### src/sv/ttc_pkg.sv
// ----------------------------------------------------------------------------
// ttc_pkg
// Shared types and constants for the text console teletype engine.
// ----------------------------------------------------------------------------
`default_nettype none

package ttc_pkg;

    // payload widths of the stream fields
    localparam int REQ_W  = 3;
    localparam int CHAR_W = 8;
    localparam int POS_W  = 16;
    localparam int ADDR_W = 14;
    localparam int CELL_W = 16;
    localparam int COLOR_W = 8;

    // blank cell: char 0, light gray on black
    localparam logic [CELL_W-1:0] BLANK_CELL = 16'h0700;
    localparam logic [COLOR_W-1:0] COLOR_RESET = 8'h07;

    // control characters
    localparam logic [CHAR_W-1:0] CH_BACKSPACE = 8'd8;
    localparam logic [CHAR_W-1:0] CH_NEWLINE   = 8'd10;
    localparam logic [CHAR_W-1:0] CH_RETURN    = 8'd13;

    // configuration register indexes
    localparam logic CFG_TEXT_COLOR = 1'b0;
    localparam logic CFG_PAGE_BASE  = 1'b1;

    // request codes
    typedef enum logic [REQ_W-1:0] {
        REQ_WRITE   = 3'd0,
        REQ_READ    = 3'd1,
        REQ_SCR_UP  = 3'd2,
        REQ_SCR_DN  = 3'd3,
        REQ_CLEAR   = 3'd4,
        REQ_SET_POS = 3'd5
    } t_req;

    // controller states
    typedef enum logic [2:0] {
        ST_CLEAR,
        ST_IDLE,
        ST_READ,
        ST_SHIFT_UP,
        ST_SHIFT_DN,
        ST_DIV,
        ST_FINISH
    } t_state;

endpackage

`default_nettype wire

### src/sv/ttc_pos_div.sv
// ----------------------------------------------------------------------------
// ttc_pos_div
// Constant divider: linear position into row and column.
// ----------------------------------------------------------------------------
`default_nettype none

module ttc_pos_div
    import ttc_pkg::*;
#(
    parameter int COLUMNS = 80
) (
    input  wire logic                         i_clk,
    input  wire logic                         i_rst_n,
    input  wire logic                         i_start,
    input  wire logic [POS_W-1:0]             i_dividend,
    output logic                              o_done,
    output logic      [POS_W-1:0]             o_quotient,
    output logic      [$clog2(COLUMNS)-1:0]   o_remainder
);

    localparam int CW    = $clog2(COLUMNS);
    localparam int SHIFT = POS_W + CW;
    localparam int MW    = POS_W + 2;
    localparam int PW    = POS_W + MW;

    // rounded-up reciprocal, exact for every dividend of POS_W bits
    localparam longint RECIP_L = ((longint'(1) << SHIFT) + longint'(COLUMNS) - 1)
                                 / longint'(COLUMNS);
    localparam logic [MW-1:0]    RECIP = MW'(RECIP_L);
    localparam logic [POS_W-1:0] COLS  = POS_W'(COLUMNS);

    logic                 r_stage;
    logic                 r_done;
    logic [POS_W-1:0]     r_dvd;
    logic [POS_W-1:0]     r_q;
    logic [CW-1:0]        r_rem;

    logic [PW-1:0]        prod;
    logic [POS_W-1:0]     q_times_c;

    // quotient by reciprocal multiplication, then remainder by subtraction
    assign prod      = PW'(i_dividend) * PW'(RECIP);
    assign q_times_c = r_q * COLS;

    // control: the quotient is registered first, then the remainder
    always_ff @(posedge i_clk) begin
        if (!i_rst_n) begin
            r_stage <= 1'b0;
            r_done  <= 1'b0;
        end else begin
            r_stage <= i_start;
            r_done  <= r_stage;
        end
    end

    // datapath
    always_ff @(posedge i_clk) begin
        if (i_start) begin
            r_q   <= POS_W'(prod >> SHIFT);
            r_dvd <= i_dividend;
        end
        if (r_stage) begin
            r_rem <= CW'(r_dvd - q_times_c);
        end
    end

    assign o_done      = r_done;
    assign o_quotient  = r_q;
    assign o_remainder = r_rem;

endmodule

`default_nettype wire

### config.mk
export PLATFORM = sky130hd
export DESIGN_NAME = ttc_pos_div
export DESIGN_NICKNAME = d
export VERILOG_FILES = /design/src/sv/ttc_pkg.sv /design/src/sv/ttc_pos_div.sv
export SDC_FILE = /design/constraint.sdc
export NUM_CORES = 1
export LEC_CHECK = 0
export BUFFER_PORTS_ARGS = -buffer_cell sky130_fd_sc_hd__buf_2
export CELL_PAD_IN_SITES_DETAIL_PLACEMENT = 0
export CELL_PAD_IN_SITES_GLOBAL_PLACEMENT = 1
export CORE_MARGIN = 2
export CORE_UTILIZATION = 45
export CTS_BUF_LIST = sky130_fd_sc_hd__clkbuf_8 sky130_fd_sc_hd__clkbuf_16
export DETAILED_ROUTE_END_ITERATION = 7
export GPL_TIMING_DRIVEN = 0
export PLACE_DENSITY_LB_ADDON = 0.25
export SLEW_MARGIN = 20
export SYNTH_ARGS = -nofsm -noshare
export SYNTH_HDL_FRONTEND = slang
export SYNTH_SLANG_ARGS = --single-unit
### constraint.sdc
create_clock -name i_clk -period 5.25 [get_ports i_clk]
set_input_delay 0.2625 -clock i_clk [delete_from_list [all_inputs] [get_ports i_clk]]
set_output_delay 0.2625 -clock i_clk [all_outputs]
set_load 0.05 [all_outputs]
==> results.md <==
- Setup violations, final: 0
- Fmax: 196.1 MHz
- DR vias: 3655
- Top cells by count, synth: inv_1, ha_1, fa_1
- Starting Density: 46.23%
- Most frequent cell after synthesis: inv_1
- RSZ-0062 raised after global routing: true
- Worst hold stages: 2
- Setup Skew: roughly 0.0029 ns
- Top_reg_cell synth: edfxtp_1
- DRT Pass-1 Iters: 4
- Post-synthesis sequential area ratio: 13.70%
- Detailed Place HPWL: ~10000 um
- Largest buffer count on any clock path: 2
- Pins over their slew limit: 0
- Place WS: -0.8331 ns
- # nets final: 824
- Crit path time final: 5.100 ns
- Core Rows: 40
- Yosys top cell area share: 29.74%
- Detailed router's first-iteration violation count: 158
- Fin crit share: 97.14%
- Share of layout cells above drive strength 1: 17.40%
- Cell taking the most area after synthesis: ha_1
- Final hold vios: 0
- WL/cell: 15.77 um
- Outcome: finished, final reports clean
- Worst path bufs/invs: 6
- Crit-path max cell delay: 0.53 ns
- Die span in y: 115.1 um
- Synth Instances: 538
- Number of synthesized flops with an enable pin: 24
- Yosys warning total: 0
- Aggregate global-route resource usage: 19.25%
- Post-route ant nets: 0
- Top post-synthesis cells by area: ha_1, fa_1, edfxtp_1, inv_1, xnor2_1
- Worst path slowest cell: fa_1
- Worst Hold Slack: 0.2224 ns
- Reg2Reg Depth: 4
- Vias in the first global route: 3993
- Die Width: approximately 120 um
- Max Cap Viol: 0
- Worst Path Required: 5.35 ns
- Reg clk slew, reported paths: 0.06 ns
- Async set-reset flop share out of synthesis: 0%
- Clock sinks: 26
- Boundary Pins: 43
- Core area: 12010 um^2
- DRC viols: 0
- Max FO, Critical Path: 7
- Pin count of the biggest net entering global routing: 19
- Crit. End Element: flop
- H-tree depth: 1
- Netlist cell types: 47
- Worst-Skew Late Latency: 0.25 ns
- Seq cells post-synth: 26
- Stages on worst setup path: 21
- CP Class: in -> reg
- CTS root buffer: clkbuf_16
- Die ar.: 13240 um^2
- Diodes inserted: 0
- Setup ws final: 0.1502 ns
- Top delay family on crit path: adder cells
- Hold WC Path Type: in -> reg
- Crit path DAT: roughly 5.2 ns
- First-pass GRT wire length: 19640 um
- DR vias/cell: about 5
- Final WL: 11650 um
- Cts bufs inserted: 3
- Startpoint types: input port
- CTS tree: done
- Crit path cell chain: buf_4 -> ha_4 -> xor2_1 -> ha_1 -> fa_1 -> inv_1 -> fa_1 -> inv_1 -> fa_1 -> inv_1 -> fa_1 -> inv_1 -> ha_4 -> a21oi_2 -> a21oi_1 -> a211oi_2 -> buf_4 -> o22ai_2 -> a2111oi_4 -> mux2_4 -> a211oi_2
- Syn avg cell area: 10.32 um^2
- Final Util: 52.92%
- Layout overhead on the synthesized area: 14.47%
- Mapped Area: 5553 um^2
- Final GP Congestion: approximately 0.89
- Grt total ovfl: 0
- PortBufs: 36
- Antenna violations before repair: 0
==> metrics by stage <==
stage	cells	TNS (ns)	instance area [um^2]
6_report	739	0	6356
5_1_grt	739	-0.005971	6356
4_1_cts	732	0	6217
3_5_place_dp	726	-5.345	5936
3_3_place_gp	726	-5.506	5936
2_1_floorplan	543	0	5572
==> layout make-up <==
class / count / area (um^2)
well taps: 147 / 183.9
fillers: 1116 / 5655
multi-input cells: 336 / 4319
clock buffers: 3 / 75.07
inverters: 175 / 656.9
plain buffers: 6 / 45.04
flip-flops and latches: 26 / 760.7
clock inverters: 1 / 30.03
repair buffers: 45 / 285.3
==> flip-flops by register name, indices dropped and copies added, names as in the netlist <==
| register | cells |
|---|---|
| o_quotient | 10 |
| o_remainder | 7 |
| r_dvd | 7 |
| o_done | 1 |
| r_stage | 1 |
==> layout by cell type, fill, tap and decap left out, types with 5 or more instances in the layout <==
cell type    n
ha_1       116
buf_2       27
edfxtp_1    24
a211oi_2     6
nor2_1       6
ha_2         5
ha_4        11
nand2_1      8
a21oi_1     10
and2_1       5
buf_4       18
xor2_1       7
a21o_1      10
fa_1        79
inv_1      169
xnor2_1      9
nand3_1      5
inv_2        6
conb_1       6
==> kinds of logic after synthesis <==
logic type / share of synthesized area, %
other: 0.06753
adder cells (fa/ha/maj): 58.58
XOR/XNOR: 2.524
AO/OA/AOI/OAI: 8.045
AND/OR/NAND/NOR: 4.169
flip-flops: 13.70
buffers and inverters: 12.64
multiplexers: 0.2703
==> path summary, 6_finish.rpt <==
check | slack, ns | from | end
setup / recovery | 0.15 | i_dividend[5] | o_quotient[7]$_DFFE_PP_
hold / removal | 0.22 | i_rst_n | r_stage$_SDFF_PN0_
setup reg to reg | 3.68 | o_quotient[0]$_DFFE_PP_ | o_remainder[6]$_DFFE_PP_
hold reg to reg | 0.42 | r_dvd[0]$_DFFE_PP_ | o_remainder[0]$_DFFE_PP_
==> worst register-to-register path, cell delays in order, from the launching register on <==
cell,delay (ns)
edfxtp_1,0.43
ha_1,0.24
fa_1,0.37
xor2_1,0.16
xnor2_1,0.12
==> layer usage <==
| metal | share of wire, % | GRT usage (%) |
|---|---|---|
| met5 | 0 | 0 |
| met4 | 1.8 | 4.498 |
| met3 | 2.6 | 1.002 |
| met2 | 49 | 33.25 |
| met1 | 47 | 26.81 |
==> timing repair <==
action | in CTS | in global routing
pin swaps | 9 | 31
hold buffers | 0 | 0
gates resized for setup | 26 | 29
setup endpoints to repair | 10 | 8
buffers inserted | 2 | 7
Power is not shown: default switching activity piles up to over one toggle a cycle in this logic, so the estimate is an artifact.
